==> src/hdl/rpp_pkg.sv <==
package rpp_pkg;

    localparam int COORD_BITS_DEF = 16;
    localparam int ANGLE_BITS_DEF = 16;
    localparam int CX_W           = 12;
    localparam int SIZE_W         = 10;
    localparam int ZOOM_W         = 16;
    localparam int CFG_W          = 16;
    localparam int TRIG_W         = 16;
    localparam int RANGE_W        = SIZE_W + ZOOM_W + 7;
    localparam int Q_W            = SIZE_W;
    localparam int MARK_W         = 14;
    localparam int COLOR_W        = 32;
    localparam int DIV_CELLS      = Q_W;

    localparam logic [16:0] SIN_A = 17'd102944;
    localparam logic [16:0] SIN_B = 17'd42048;
    localparam logic [16:0] SIN_C = 17'd4640;

    typedef enum logic [1:0] {
        REG_CENTER_X  = 2'd0,
        REG_CENTER_Y  = 2'd1,
        REG_HALF_SIZE = 2'd2,
        REG_ZOOM      = 2'd3
    } t_reg_idx;

    typedef struct packed {
        logic               neg_x;
        logic               neg_y;
        logic               fix_x;
        logic               fix_y;
        logic               zero;
        logic [COLOR_W-1:0] color;
    } t_side;

endpackage

==> src/hdl/rpp_sine.sv <==
module rpp_sine
    import rpp_pkg::*;
(
    input  logic                     i_clk,
    input  logic                     i_en,
    input  logic [17:0]              i_ang,
    output logic signed [TRIG_W-1:0] o_sin
);

    logic [16:0] r_z1, r_z2, r_z3, r_zz, r_zz2;
    logic [16:0] r_t, r_t2;
    logic        r_neg1, r_neg2, r_neg3;
    logic [16:0] n_z;
    logic [33:0] n_zsq, n_ct, n_zt, n_zs;
    logic [17:0] n_q;

    always_comb begin
        n_z   = i_ang[16] ? 17'(17'd65536 - {1'b0, i_ang[15:0]}) : {1'b0, i_ang[15:0]};
        n_zsq = {17'b0, n_z} * {17'b0, n_z};
        n_ct  = {17'b0, SIN_C} * {17'b0, r_zz};
        n_zt  = {17'b0, r_zz2} * {17'b0, r_t};
        n_zs  = {17'b0, r_z3} * {17'b0, r_t2};
        n_q   = 18'((n_zs >> 16) + 34'd1) >> 1;
        if (n_q > 18'd32767) begin
            n_q = 18'd32767;
        end
    end

    always_ff @(posedge i_clk) begin
        if (i_en) begin
            r_z1   <= n_z;
            r_zz   <= 17'(n_zsq >> 16);
            r_neg1 <= i_ang[17];
            r_z2   <= r_z1;
            r_zz2  <= r_zz;
            r_t    <= SIN_B - 17'(n_ct >> 16);
            r_neg2 <= r_neg1;
            r_z3   <= r_z2;
            r_t2   <= SIN_A - 17'(n_zt >> 16);
            r_neg3 <= r_neg2;
            o_sin  <= r_neg3 ? -TRIG_W'(n_q) : TRIG_W'(n_q);
        end
    end

    // z squared travels one more stage so the third product stays with its item

endmodule

==> config.mk <==
export PLATFORM = sky130hd
export DESIGN_NAME = rpp_sine
export DESIGN_NICKNAME = d
export VERILOG_FILES = /design/src/hdl/rpp_pkg.sv /design/src/hdl/rpp_sine.sv
export SDC_FILE = /design/constraint.sdc
export NUM_CORES = 2
export LEC_CHECK = 0
export ABC_AREA = 1
export ABC_CLOCK_PERIOD_IN_PS = 8800
export BUFFER_PORTS_ARGS = -buffer_cell sky130_fd_sc_hd__buf_2
export CORE_MARGIN = 2
export CORE_UTILIZATION = 55
export CTS_CLUSTER_DIAMETER = 40
export DETAILED_ROUTE_END_ITERATION = 10
export PLACE_DENSITY = 0.78
export SLEW_MARGIN = 20
export SYNTH_ARGS = -nofsm -noshare
export SYNTH_HDL_FRONTEND = slang
export SYNTH_SLANG_ARGS = --single-unit
==> constraint.sdc <==
create_clock -name i_clk -period 8.8 [get_ports i_clk]
set_clock_uncertainty 0.1 [all_clocks]
set_input_delay 0 -clock i_clk [delete_from_list [all_inputs] [get_ports i_clk]]
set_output_delay 0 -clock i_clk [all_outputs]
set_load 0.005 [all_outputs]
==> results.sh <==
export IMPL_num_rows=92
export IMPL_critPathLaunchType="input pin"
export IMPL_slowest_stage="fa_1"
export IMPL_clockRootBuffer="clkbuf_16"
export IMPL_dr_pass1_iters=5
export IMPL_grt_pass1_vias=27900
export IMPL_avgSynthCellArea_um2=7.99
export IMPL_fillCellCount=5528
export IMPL_cts_htree_levels=4
export IMPL_antenna_found_initial=0
export IMPL_clk_path_buf_depth=2
export IMPL_start_util_pct=55.6
export IMPL_pre_cts_ws_ns=0.287
export IMPL_synth_area_leader_cell="fa_1"
export IMPL_finalCriticalPeriod_ns=8.28
export IMPL_syn2layout_area_growth_pct=4.46
export IMPL_required_ns=8.90
export IMPL_multi_input_area_mm2=0.0254
export IMPL_tightest_slew_ns=1.04
export IMPL_dieHeight_um=256
export IMPL_io_buffers=35
export IMPL_timing_fmax_ghz=0.121
export IMPL_cts_tree="yes"
export IMPL_endpoint_kind="flop"
export IMPL_grt_pass1_wl_um=136000
export IMPL_grt_max_degree=82
export IMPL_dieArea_mm2=0.0656
export IMPL_path_common_cell="inv_1"
export IMPL_synth_area_top_cells="fa_1 36%, inv_1 14%, ha_1 14%"
export IMPL_post_dp_hpwl_um=66500
export IMPL_vias_per_cell=5.14
export IMPL_cp_arrival_ns=8.39
export IMPL_wl_um=81000
export IMPL_core_area_mm2=0.0630
export IMPL_ys_ff_latch=137
export IMPL_synth_area_mm2=0.0350
export IMPL_ant_nets=0
export IMPL_slew_headroom_pct=30.1
export IMPL_drive_above_1_share_pct=4.15
export IMPL_path_max_fanout=16
export IMPL_maxCapViolCount=0
export IMPL_num_vias=26700
export IMPL_cts_buffers=17
export IMPL_crit_family="adder cells"
export IMPL_outcome="complete, no violations"
export IMPL_seq_area_mm2=0.00411
export IMPL_routedWlPerCell_um=15.6
export IMPL_grt_overflow=0
export IMPL_ys_warn_count=0
export IMPL_rsz0062_at_grt="no"
export IMPL_whs_ns=0.0218
export IMPL_boundaryPins=36
export IMPL_finalHoldViolCount=0
export IMPL_diodes=0
export IMPL_cp_num_buf_inv=11
export IMPL_cts_reportedPaths_clkPinSlew_ns=0.06
export IMPL_synthDistinctLibCells=52
export IMPL_post_route_period_util_pct=94.1
export IMPL_layout_commonest_cell="inv_1"
export IMPL_setup_violations=0
export IMPL_gp_congestion=0.944
export IMPL_slowest_delay_ns=0.55
export IMPL_clock_latency_ns=0.46
export IMPL_drc=0
export IMPL_final_nets=5358
export IMPL_die_w_um=256
export IMPL_min_path_type="input pin to flop"
export IMPL_clock_sinks=137
export IMPL_yosys_area_top_type_share_pct=35.9
export IMPL_drtIter0Drc=1854
export IMPL_fin_setup_tns_ns=0
export IMPL_setup_slack_ns=0.516
export IMPL_synthCells=4380
export IMPL_critPathKind="input pin to flop"
export IMPL_drv_slew=0
export IMPL_final_cell_mix="1288 x inv_1, 1041 x nand2_1, 628 x fa_1, 381 x ha_1, 215 x nor2_1"
export IMPL_synth_seq_area_share_pct=11.8
export IMPL_gr_usage_all_layers_pct=25.7
==> layer usage <==
layer / vias to the layer above / share of wire, % / track usage (%)
met2: 1062 / 48 / 43.6
met3: 195 / 8.1 / 3.90
met5: - / 0 / 0
li1: 12600 / - / -
met4: 0 / 3.4 / 9.13
met1: 12900 / 40 / 33.6
==> logic make-up after synthesis <==
group / after synthesis / share of synthesized area, %
flops: 137 / 11.8
compound gates: 196 / 3.12
other cells: 2 / 0.0215
buf+inv: 1468 / 15.8
xor+xnor: 101 / 2.53
fa+ha+maj: 1009 / 49.6
simple gates: 1467 / 17.2
==> cells in the mapped netlist, drive strengths merged <==
library cell / number
xor2: 67
nand3: 92
clkbuf: 142
o2111ai: 1
a211o: 1
o31ai: 3
or3: 1
or2: 8
ha: 381
clkinv: 8
xnor2: 34
o221ai: 2
nand3b: 13
nand2: 1059
and3: 3
a31oi: 3
nor3b: 1
a21o: 5
edfxtp: 137
buf: 4
o21bai: 9
a41oi: 1
o21ai: 53
o21a: 3
o211ai: 4
conb: 2
and2: 4
nor3: 28
a211oi: 1
o22ai: 1
fa: 628
a21oi: 108
nor2: 231
inv: 1314
a21boi: 1
nor4: 5
nand4: 22
==> final timing paths <==
kind / from / end / slack (ns) / cells after the start
worst min register to register: r_z1[10]$_DFFE_PP_ / r_z2[10]$_DFFE_PP_ / 0.31 / 0
worst max register to register: r_z3[6]$_DFFE_PP_ / o_sin[8]$_DFFE_PP_ / 0.56 / 35
worst min-delay path: i_ang[14] / r_z1[16]$_DFFE_PP_ / 0.02 / 5
worst max-delay path: i_ang[0] / r_zz[16]$_DFFE_PP_ / 0.52 / 34
==> final cells by class <==
type	count	share of cell area, %
Timing Repair Buffer	67	1.19
Clock inverter	13	0.438
Multi-Input combinational cell	2784	69.4
Inverter	1322	13.6
Tap cell	846	2.90
Clock buffer	18	1.17
Sequential cell	137	11.3
==> worst register-to-register path: cells and delay by family, from the launching register on <==
kind | cells | cell delay [ns]
flops | 1 | 0.91
compound gates | 1 | 0.19
xor+xnor | 1 | 0.15
buf+inv | 6 | 0.41
simple gates | 18 | 2.50
fa+ha+maj | 9 | 3.77
==> flip-flops by register name (all words and copies together), names as in the netlist <==
name	count
o_sin	16
r_neg1	1
r_neg2	1
r_neg3	1
r_t	16
r_t2	17
r_z1	17
r_z2	17
r_z3	17
r_zz	17
r_zz2	17
==> through the flow <==
stage | instances | cell area (um^2) | util [%]
after global placement | 5148 | 35900 | 57.0
after CTS | 5185 | 36500 | 58.0
after global routing | 5187 | 36600 | 58.0
final | 5187 | 36600 | 58.0
after floorplan | 4389 | 35000 | -
after detailed placement | 5148 | 35900 | 57.0
==> repair_timing <==
action                                  in CTS  in global routing
endpoints found under the setup margin       0                  7
hold buffers                                 6                  0
hold endpoints to repair                    61                  0
buffers inserted                             0                  2
resized for setup                            0                  2
Power is left out: the tool's default activity adds up to more than one toggle a clock period on the data nets, which glitch-free logic cannot reach.
