<file path="config.mk">
export PLATFORM = sky130hd
export DESIGN_NAME = rpp_div_cell
export DESIGN_NICKNAME = d
export VERILOG_FILES = /design/src/hdl/rpp_pkg.sv /design/src/hdl/rpp_div_cell.sv
export SDC_FILE = /design/constraint.sdc
export NUM_CORES = 1
export LEC_CHECK = 0
export BUFFER_PORTS_ARGS = -buffer_cell sky130_fd_sc_hd__clkbuf_2
export CAP_MARGIN = 20
export CORE_MARGIN = 2
export CORE_UTILIZATION = 50
export CTS_CLUSTER_SIZE = 25
export DETAILED_ROUTE_END_ITERATION = 10
export PLACE_DENSITY = 0.79
export SYNTH_ARGS = -nofsm -noshare
export SYNTH_HDL_FRONTEND = slang
export SYNTH_SLANG_ARGS = --single-unit
export TNS_END_PERCENT = 10
</file>
<file path="constraint.sdc">
create_clock -name i_clk -period 3.8 [get_ports i_clk]
set_input_delay 0.38 -clock i_clk [delete_from_list [all_inputs] [get_ports i_clk]]
set_output_delay 0.38 -clock i_clk [all_outputs]
set_load 0.005 [all_outputs]
</file>
<file path="src/hdl/rpp_pkg.sv">
package rpp_pkg;

    localparam int COORD_BITS_DEF = 16;
    localparam int ANGLE_BITS_DEF = 16;
    localparam int CX_W           = 12;
    localparam int SIZE_W         = 10;
    localparam int ZOOM_W         = 16;
    localparam int CFG_W          = 16;
    localparam int TRIG_W         = 16;
    localparam int RANGE_W        = SIZE_W + ZOOM_W + 7;
    localparam int Q_W            = SIZE_W;
    localparam int MARK_W         = 14;
    localparam int COLOR_W        = 32;
    localparam int DIV_CELLS      = Q_W;

    localparam logic [16:0] SIN_A = 17'd102944;
    localparam logic [16:0] SIN_B = 17'd42048;
    localparam logic [16:0] SIN_C = 17'd4640;

    typedef enum logic [1:0] {
        REG_CENTER_X  = 2'd0,
        REG_CENTER_Y  = 2'd1,
        REG_HALF_SIZE = 2'd2,
        REG_ZOOM      = 2'd3
    } t_reg_idx;

    typedef struct packed {
        logic               neg_x;
        logic               neg_y;
        logic               fix_x;
        logic               fix_y;
        logic               zero;
        logic [COLOR_W-1:0] color;
    } t_side;

endpackage

</file>
<file path="src/hdl/rpp_div_cell.sv">
module rpp_div_cell
    import rpp_pkg::*;
#(
    parameter int NUM_W = 44,
    parameter int DEN_W = 34,
    parameter int BIT   = 0
) (
    input  logic             i_clk,
    input  logic             i_en,
    input  logic [NUM_W-1:0] i_rem,
    input  logic [DEN_W-1:0] i_den,
    input  logic [Q_W-1:0]   i_q,
    output logic [NUM_W-1:0] o_rem,
    output logic [DEN_W-1:0] o_den,
    output logic [Q_W-1:0]   o_q
);

    logic [NUM_W-1:0] n_trial;
    logic             n_take;
    logic [Q_W-1:0]   n_q;

    always_comb begin
        n_trial  = NUM_W'(i_den) << BIT;
        n_take   = (i_rem >= n_trial);
        n_q      = i_q;
        n_q[BIT] = n_take;
    end

    always_ff @(posedge i_clk) begin
        if (i_en) begin
            o_rem <= n_take ? (i_rem - n_trial) : i_rem;
            o_den <= i_den;
            o_q   <= n_q;
        end
    end

endmodule

</file>
==> results of run 1 <==
-- layout by cell type, fill, tap and decap left out, types with 14 or more instances in the layout --
cell / instances
clkbuf_2: 175
edfxtp_1: 88
a21oi_1: 47
nor2_1: 43
inv_1: 41
nand2_1: 36
ha_1: 34
o21ai_0: 24
xor2_1: 22
xnor2_1: 14
-- cells by family after synthesis --
group,after synthesis,share of synthesized area
AOI/OAI and AO/OA,137,0.177
xor gates and xnor gates,36,0.0587
adders and majority gates,35,0.0829
buffers and inverters,58,0.0454
DFF,88,0.492
muxes,1,0.00210
and+or+nand+nor,152,0.142
-- registers in the layout, summed over array words and instances (netlist names) --
register  count
o_rem        44
o_den        34
o_q          10
-- per-layer routing --
metal | vias to the layer above | GRT usage | part of all wire
met5 | - | 0 | 0
met4 | 0 | 0.0861 | 0.020
met3 | 28 | 0.0617 | 0.081
met2 | 219 | 0.380 | 0.49
met1 | 2175 | 0.279 | 0.41
li1 | 2234 | - | -
-- power breakdown --
| group | total, mW | switching [mW] | internal [mW] |
|---|---|---|---|
| sequential | 1.23 | 0.0286 | 1.20 |
| combinational | 0.621 | 0.345 | 0.276 |
| clock | 0.624 | 0.326 | 0.298 |
| total | 2.48 | 0.700 | 1.78 |
-- area by class of cell --
class | count | share of cell area
clock inverter | 4 | 0.00702
inverter | 42 | 0.0239
multi-input combinational | 361 | 0.378
timing repair buffer | 181 | 0.145
clock buffer | 11 | 0.0199
sequential | 88 | 0.401
tap | 136 | 0.0258
-- worst paths after layout --
check | slack (ns) | startpoint | cells after the start | to
hold / removal | 0.19 | i_q[8] | 1 | o_q[8]$_DFFE_PP_
setup / recovery | 0.76 | i_rem[0] | 12 | o_rem[42]$_DFFE_PP_
-- critical path, stage by stage --
cell      delay, ns
clkbuf_2       0.10
inv_1          0.04
ha_1           0.22
fa_1           0.41
nor2b_1        0.16
o31a_1         0.19
o22a_1         0.31
a21oi_2        0.16
o311a_1        0.39
a21oi_1        0.51
nor4_2         0.13
xor2_1         0.16
-- per-stage QoR --
step | hold slack, ns | util
floorplan | 0.479 | -
global placement | 0.559 | 0.616
detailed placement | 0.562 | 0.616
CTS | 0.180 | 0.633
global route | 0.172 | 0.636
finish | 0.188 | 0.636
==> flow_metrics.py, run 1 <==
metrics = {
    "status": {
        "status": "complete, no violations",
    },
    "sta": {
        "drv_slew": 0,
        "worst_slew_pin_slew_ns": 0.604,
        "finalCriticalPeriod_ns": 3.04,
        "relSlewSlack": 0.598,
        "hold_viol_final": 0,
        "setup_ws_ns": 0.756,
        "finalSetupViolations": 0,
        "fin_setup_tns_ns": 0,
        "finalCritPeriodShare": 0.801,
        "max_clock_freq_mhz": 329,
        "rsz0062_at_grt": "false",
    },
    "placement": {
        "io_buffer_count": 176,
        "gp_congestion": 0.981,
        "placed_area_um2": 6390,
        "dp.cells": 807,
        "dpl.hpwl_um": 9930,
        "dpl_worst_slack_ns": 0.439,
    },
    "floorplan": {
        "coreArea_um2": 10400,
        "die_x_um": 108,
        "num_io_pins": 178,
        "fp.dieH_um": 108,
        "start_util": 0.518,
        "rows": 37,
        "die-area_um2": 11600,
    },
    "clock_network": {
        "clock-sinks": 88,
        "cts_resized": 0,
        "clock_path_buffers": 2,
        "cts_root_buf": "clkbuf_8",
        "cts_tree": "yes",
        "postCtsSetupRepairBufs": 0,
        "clkTransAtPathRegs_ns": 0.08,
        "cts_max_level": 3,
        "cts_buffers": 9,
        "postCtsHoldBufs": 0,
    },
    "layout": {
        "syn_to_final_growth_pct": 22.7,
        "final_area_um2": 6590,
        "stdcell_count": 823,
        "fill_cells": 865,
        "finalNetCount": 808,
        "multiInputGateArea_um2": 2490,
        "drive_above_1_share": 0.314,
        "regArea_um2": 2640,
        "antenna_cells": 0,
    },
    "run": {
        "maxCapViolations": 0,
    },
    "drt": {
        "drc": 0,
        "ant_nets": 0,
        "totalWireLength_um": 13000,
        "drt-pass1-iter-count": 5,
        "drtIter0Drc": 170,
        "vias": 4656,
        "wire_per_inst_um": 15.8,
        "viasPerCell": 5.66,
    },
    "logic_synthesis": {
        "synth.distinct_cells": 60,
        "yosys_register_bits": 88,
        "ys.warnings.count": 0,
        "synth.area.top_cells": "edfxtp_1 (49%), ha_1 (7.9%), a21oi_1 (4.4%)",
        "synth_top_cell_by_area": "edfxtp_1",
        "ys_seq_area_frac": 0.492,
        "synth_edf_count": 88,
        "synth_top_area_frac": 0.492,
        "async_flop_share": 0,
        "netlist_instances": 507,
        "yosys_most_used_dff": "edfxtp_1",
        "syn_nets": 632,
        "synth_common_cells": "edfxtp_1 (88), a21oi_1 (47), nor2_1 (44), inv_1 (41), nand2_1 (36)",
        "netlist_area_um2": 5370,
        "synth_most_common_cell": "edfxtp_1",
        "avgSynthCellArea_um2": 10.6,
    },
    "critical_path": {
        "cp.arrival_ns": 3.15,
        "startpoint_type": "input port",
        "path_class": "input port to register",
        "critical_path.max_fanout": 5,
        "endpoint_kind": "register",
        "required_ns": 3.91,
    },
    "pwr": {
        "power_density_nw_per_um2": 376,
        "ir_worst_vdd_uv": 232,
        "power.leakage_nw": 2.97,
        "finalPower_mw": 2.48,
    },
    "global_routing": {
        "grt_pass1_vias": 4475,
        "antenna_found_initial": 0,
        "grtUsageTotal": 0.227,
        "overflow": 0,
        "grt_max_degree": 89,
        "grt_pass1_wl_um": 20500,
    },
    "min_path": {
        "hold_class": "input port to register",
    },
}
Power figures use the tool's default switching activity.
==> run 2: changes to the inputs <==
--- a/config.mk
+++ b/config.mk
@@ -8,10 +8,10 @@
 export BUFFER_PORTS_ARGS = -buffer_cell sky130_fd_sc_hd__clkbuf_2
 export CAP_MARGIN = 20
 export CORE_MARGIN = 2
-export CORE_UTILIZATION = 50
+export CORE_UTILIZATION = 46
 export CTS_CLUSTER_SIZE = 25
 export DETAILED_ROUTE_END_ITERATION = 10
-export PLACE_DENSITY = 0.79
+export PLACE_DENSITY = 0.77
 export SYNTH_ARGS = -nofsm -noshare
 export SYNTH_HDL_FRONTEND = slang
 export SYNTH_SLANG_ARGS = --single-unit
==> constraint.sdc (replaced) <==
create_clock -name i_clk -period 2.7 [get_ports i_clk]
set_input_delay 0.27 -clock i_clk [delete_from_list [all_inputs] [get_ports i_clk]]
set_output_delay 0.27 -clock i_clk [all_outputs]
set_load 0.005 [all_outputs]
==> run 2 against run 1 <==
Net effect:
- power up 66%
- sequential share of layout area down 4.4 points
- combinational power up 66%
- cell area up 12%
- routed wire length up 9.0%
- hold slack worse by 0.094 ns
- global-route usage down 0.43 points
- critical path type unchanged
- count of clock-buffer cells in the layout down 2
- highest routed layer unchanged
- cell count up 11%
==> flow_metrics.py, run 2 (synthesized netlist as in run 1, its figures left out) <==
metrics = {
    "placement": {
        "gp_congestion": 0.896,
        "dpl.hpwl_um": 11100,
        "io_buffer_count": 176,
    },
    "critical_path": {
        "cp.arrival_ns": 2.62,
        "startpoint_type": "input port",
        "critical_path.max_fanout": 12,
        "path_class": "input port to register",
        "required_ns": 2.79,
        "endpoint_kind": "register",
    },
    "drt": {
        "drt-pass1-iter-count": 5,
        "viasPerCell": 5.28,
        "vias": 4824,
        "ant_nets": 0,
        "wire_per_inst_um": 15.5,
        "totalWireLength_um": 14200,
        "drtIter0Drc": 223,
        "drc": 0,
    },
    "status": {
        "status": "complete, no violations",
    },
    "floorplan": {
        "die-area_um2": 12600,
        "coreArea_um2": 11400,
        "rows": 39,
        "start_util": 0.471,
        "fp.dieH_um": 112,
        "num_io_pins": 178,
        "die_x_um": 112,
    },
    "global_routing": {
        "overflow": 0,
        "grt_pass1_wl_um": 22500,
        "grtUsageTotal": 0.222,
        "antenna_found_initial": 0,
        "grt_pass1_vias": 4761,
        "grt_max_degree": 42,
    },
    "clock_network": {
        "clock_path_buffers": 2,
        "cts_max_level": 3,
        "clock-sinks": 88,
        "cts_tree": "yes",
        "cts_root_buf": "clkbuf_16",
        "cts_buffers": 9,
        "postCtsHoldBufs": 0,
        "clkTransAtPathRegs_ns": 0.07,
    },
    "min_path": {
        "hold_class": "input port to register",
    },
    "layout": {
        "finalNetCount": 891,
        "largest_reg_flops": 44,
        "final_common_cell": "clkbuf_2",
        "reg.largest.list": "o_rem x44, o_den x34, o_q x10",
        "top_register": "o_rem",
        "layout_common_cells": "clkbuf_2 (175), edfxtp_1 (88), buf_4 (86), a21oi_1 (46), nor2_1 (43)",
        "fill_cells": 953,
        "regArea_um2": 2640,
        "antenna_cells": 0,
        "syn_to_final_growth_pct": 37.7,
        "final_util": 0.648,
        "multiInputGateArea_um2": 2530,
        "drive_above_1_share": 0.398,
    },
    "pwr": {
        "power.leakage_nw": 3.43,
        "ir_worst_vdd_uv": 404,
        "power_density_nw_per_um2": 556,
    },
    "sta": {
        "finalSetupViolations": 0,
        "finalCritPeriodShare": 0.935,
        "finalCriticalPeriod_ns": 2.53,
        "max_clock_freq_mhz": 396,
        "fin_setup_tns_ns": 0,
        "worst_slew_pin_slew_ns": 0.558,
        "hold_viol_final": 0,
        "drv_slew": 0,
        "relSlewSlack": 0.628,
    },
    "run": {
        "maxCapViolations": 0,
    },
}
-- run 2: path summary, 6_finish.rpt --
path / start / endpoint / slack (ns) / depth (start not counted)
max: i_rem[0] / o_rem[33]$_DFFE_PP_ / 0.17 / 13
min: i_q[4] / o_q[4]$_DFFE_PP_ / 0.09 / 1
-- run 2: final cells by class --
cell class	count	share of cell area
Clock buffer	9	0.0304
Clock inverter	7	0.0130
Inverter	42	0.0213
Multi-Input combinational cell	361	0.342
Sequential cell	88	0.357
Tap cell	143	0.0242
Timing Repair Buffer	264	0.213
-- run 2: power breakdown --
part	total [mW]	internal, mW	switching, mW
clock network	1.35	0.810	0.539
logic	1.03	0.501	0.525
registers	1.74	1.70	0.0432
total	4.12	3.01	1.11
-- run 2: stage by stage --
step / worst slack (ns) / power (mW) / hold WS [ns] / cell area (um2) / instances
after detailed placement: -0.282 / 2.78 / 0.449 / 7040 / 898
after floorplan: 0.0240 / 2.27 / 0.369 / 5370 / 507
after CTS: 0.0885 / 4.13 / 0.0854 / 7360 / 914
final: 0.174 / 4.12 / 0.0936 / 7400 / 914
after global placement: -0.198 / 2.77 / 0.450 / 7040 / 898
after global routing: -0.00313 / 4.29 / 0.0855 / 7400 / 914
-- run 2: timing repair --
action | 4_1_cts | 5_1_grt
buffers inserted | 0 | 0
setup endpoints to repair | 0 | 11
resized for setup | 0 | 8
-- run 2: layer usage --
| metal | global-route usage | wire [um] | up-vias |
|---|---|---|---|
| li1 | - | - | 2398 |
| met1 | 0.290 | 6210 | 2244 |
| met2 | 0.373 | 6820 | 160 |
| met3 | 0.0497 | 898 | 22 |
| met4 | 0.0683 | 239 | 0 |
| met5 | 0 | 0 | - |
-- run 2: critical path: stages --
cell       delay, ns
clkbuf_2        0.11
inv_1           0.05
ha_1            0.21
fa_1            0.39
nor2b_1         0.16
o31a_1          0.16
o22a_2          0.21
nand3_1         0.13
a21oi_2         0.18
nor2_2          0.07
buf_4           0.19
a2111oi_1       0.37
nor3b_1         0.10
==> run 3: changes to the inputs <==
--- a/config.mk
+++ b/config.mk
@@ -11,6 +11,7 @@
 export CORE_UTILIZATION = 46
 export CTS_CLUSTER_SIZE = 25
 export DETAILED_ROUTE_END_ITERATION = 10
+export GPL_TIMING_DRIVEN = 0
 export PLACE_DENSITY = 0.77
 export SYNTH_ARGS = -nofsm -noshare
 export SYNTH_HDL_FRONTEND = slang
==> run 3 against run 2 <==
Net effect:
- cell area fell by 6.7%
- sequential share of layout area rose by 2.6 points
- die area did not move
- critical path depth fell by 2
- utilization fell by 4.4 points
- flip-flop and latch count did not move
- clock power fell by 18%
- global-route usage rose by 0.13 points
- largest power group unchanged
==> flow_metrics.py, run 3 (synthesized netlist as in run 1, its figures left out) <==
metrics = {
    "critical_path": {
        "endpoint_kind": "register",
        "cp.arrival_ns": 2.70,
        "critical_path.max_fanout": 5,
        "startpoint_type": "input port",
        "path_class": "input port to register",
        "cp-endpoint": "o_rem[33]$_DFFE_PP_",
        "required_ns": 2.78,
        "crit_path_start": "i_den[3]",
    },
    "sta": {
        "drv_slew": 0,
        "rsz0062_at_grt": "true",
        "finalCriticalPeriod_ns": 2.62,
        "relSlewSlack": 0.594,
        "hold_viol_final": 0,
        "max_clock_freq_mhz": 382,
        "finalCritPeriodShare": 0.969,
        "fin_setup_tns_ns": 0,
        "worst_slew_pin_slew_ns": 0.602,
        "finalSetupViolations": 0,
    },
    "global_routing": {
        "grt_pass1_wl_um": 22400,
        "grt_max_degree": 54,
        "grt_pass1_vias": 4552,
        "antenna_found_initial": 0,
        "grtUsageTotal": 0.224,
        "overflow": 0,
    },
    "layout": {
        "drive_above_1_share": 0.346,
        "largest_reg_flops": 44,
        "finalNetCount": 822,
        "top_register": "o_rem",
        "final_common_cell": "clkbuf_2",
        "syn_to_final_growth_pct": 28.5,
        "reg.largest.list": "o_rem x44, o_den x34, o_q x10",
        "layout_common_cells": "clkbuf_2 (177), edfxtp_1 (88), a21oi_1 (45), nor2_1 (44), inv_1 (41)",
        "antenna_cells": 0,
        "stdcell_count": 843,
        "fill_cells": 993,
    },
    "clock_network": {
        "clock-sinks": 88,
        "cts_max_level": 3,
        "cts_tree": "yes",
        "cts_buffers": 9,
        "clkTransAtPathRegs_ns": 0.06,
        "postCtsHoldBufs": 0,
        "cts_root_buf": "clkbuf_16",
        "clock_path_buffers": 2,
    },
    "drt": {
        "drtIter0Drc": 253,
        "vias": 4597,
        "drc": 0,
        "totalWireLength_um": 14400,
        "ant_nets": 0,
        "viasPerCell": 5.45,
        "drt-pass1-iter-count": 5,
        "wire_per_inst_um": 17.1,
    },
    "pwr": {
        "power.leakage_nw": 3.07,
        "intPower_mw": 2.71,
        "sequentialPowerShare": 0.462,
        "power_density_nw_per_um2": 546,
        "finalPower_mw": 3.77,
        "pwr-share-comb": 0.244,
        "swShare": 0.280,
        "ir_worst_vdd_uv": 429,
        "clkPwrFrac": 0.294,
        "netSwitchingPower_mw": 1.05,
    },
    "placement": {
        "dp.cells": 827,
        "gp_congestion": 0.851,
        "dpl.hpwl_um": 11200,
        "io_buffer_count": 176,
    },
    "floorplan": {
        "die_x_um": 112,
        "fp.dieH_um": 112,
        "coreArea_um2": 11400,
        "start_util": 0.471,
        "num_io_pins": 178,
        "die-area_um2": 12600,
        "rows": 39,
    },
    "status": {
        "status": "complete, no violations",
    },
    "min_path": {
        "hold_class": "input port to register",
    },
    "run": {
        "maxCapViolations": 0,
    },
}
[run 3: critical path, cell delays in order]
cell and delay (ns):
clkbuf_2 0.10, inv_1 0.04, ha_1 0.34, a21o_1 0.20, a21oi_1 0.30, a2111oi_4 0.16
o2111ai_4 0.33, a211oi_2 0.14, or2_2 0.35, a2111oi_2 0.37, nor3b_2 0.10
[run 3: stage by stage]
step	utilization	area (um2)	hold slack, ns	setup WS, ns
finish	0.605	6900	0.100	0.0829
global route	0.605	6900	0.0960	-0.0339
CTS	0.590	6740	0.0910	-0.0256
detailed placement	0.566	6460	0.449	-0.672
global placement	0.563	6430	0.450	-0.584
floorplan	-	5370	0.369	0.0240
[run 3: worst min path at each step]
stage | from | to | cells after the start
finish | i_q[7] | o_q[7]$_DFFE_PP_ | 1
global route | i_q[4] | o_q[4]$_DFFE_PP_ | 1
CTS | i_q[9] | o_q[9]$_DFFE_PP_ | 1
detailed placement | i_q[5] | o_q[5]$_DFFE_PP_ | 1
global placement | i_q[9] | o_q[9]$_DFFE_PP_ | 1
floorplan | i_den[0] | o_den[0]$_DFFE_PP_ | 0
[run 3: area by class of cell]
type | count | area (um2) | share of cell area
plain buffers | 16 | 103 | 0.0149
well taps | 143 | 179 | 0.0259
repair buffers | 179 | 926 | 0.134
inverters | 42 | 158 | 0.0228
clock inverters | 4 | 23.8 | 0.00344
multi-input cells | 361 | 2640 | 0.383
clock buffers | 10 | 229 | 0.0332
flip-flops and latches | 88 | 2640 | 0.383
[run 3: per-layer routing]
layer	GRT usage	up-vias	routed length [um]
li1	-	2259	-
met1	0.299	2155	6240
met2	0.368	162	6940
met3	0.0432	21	929
met4	0.0756	0	261
met5	0	-	0
[run 3: power by group through the flow]
stage / sequential [mW] / combinational, mW / clock [mW]
2_1_floorplan: 1.79 / 0.485 / 0
3_3_place_gp: 1.77 / 0.861 / 0
3_5_place_dp: 1.77 / 0.882 / 0
4_1_cts: 1.74 / 0.894 / 1.13
5_1_grt: 1.75 / 1.02 / 1.17
6_report: 1.74 / 0.920 / 1.11
[run 3: what timing repair did]
action / CTS / global route
buffers inserted: 0 / 2
hold endpoints to repair: 0 / 0
setup endpoints to repair: 34 / 42
resized for setup: 9 / 26
pin swaps: 0 / 4
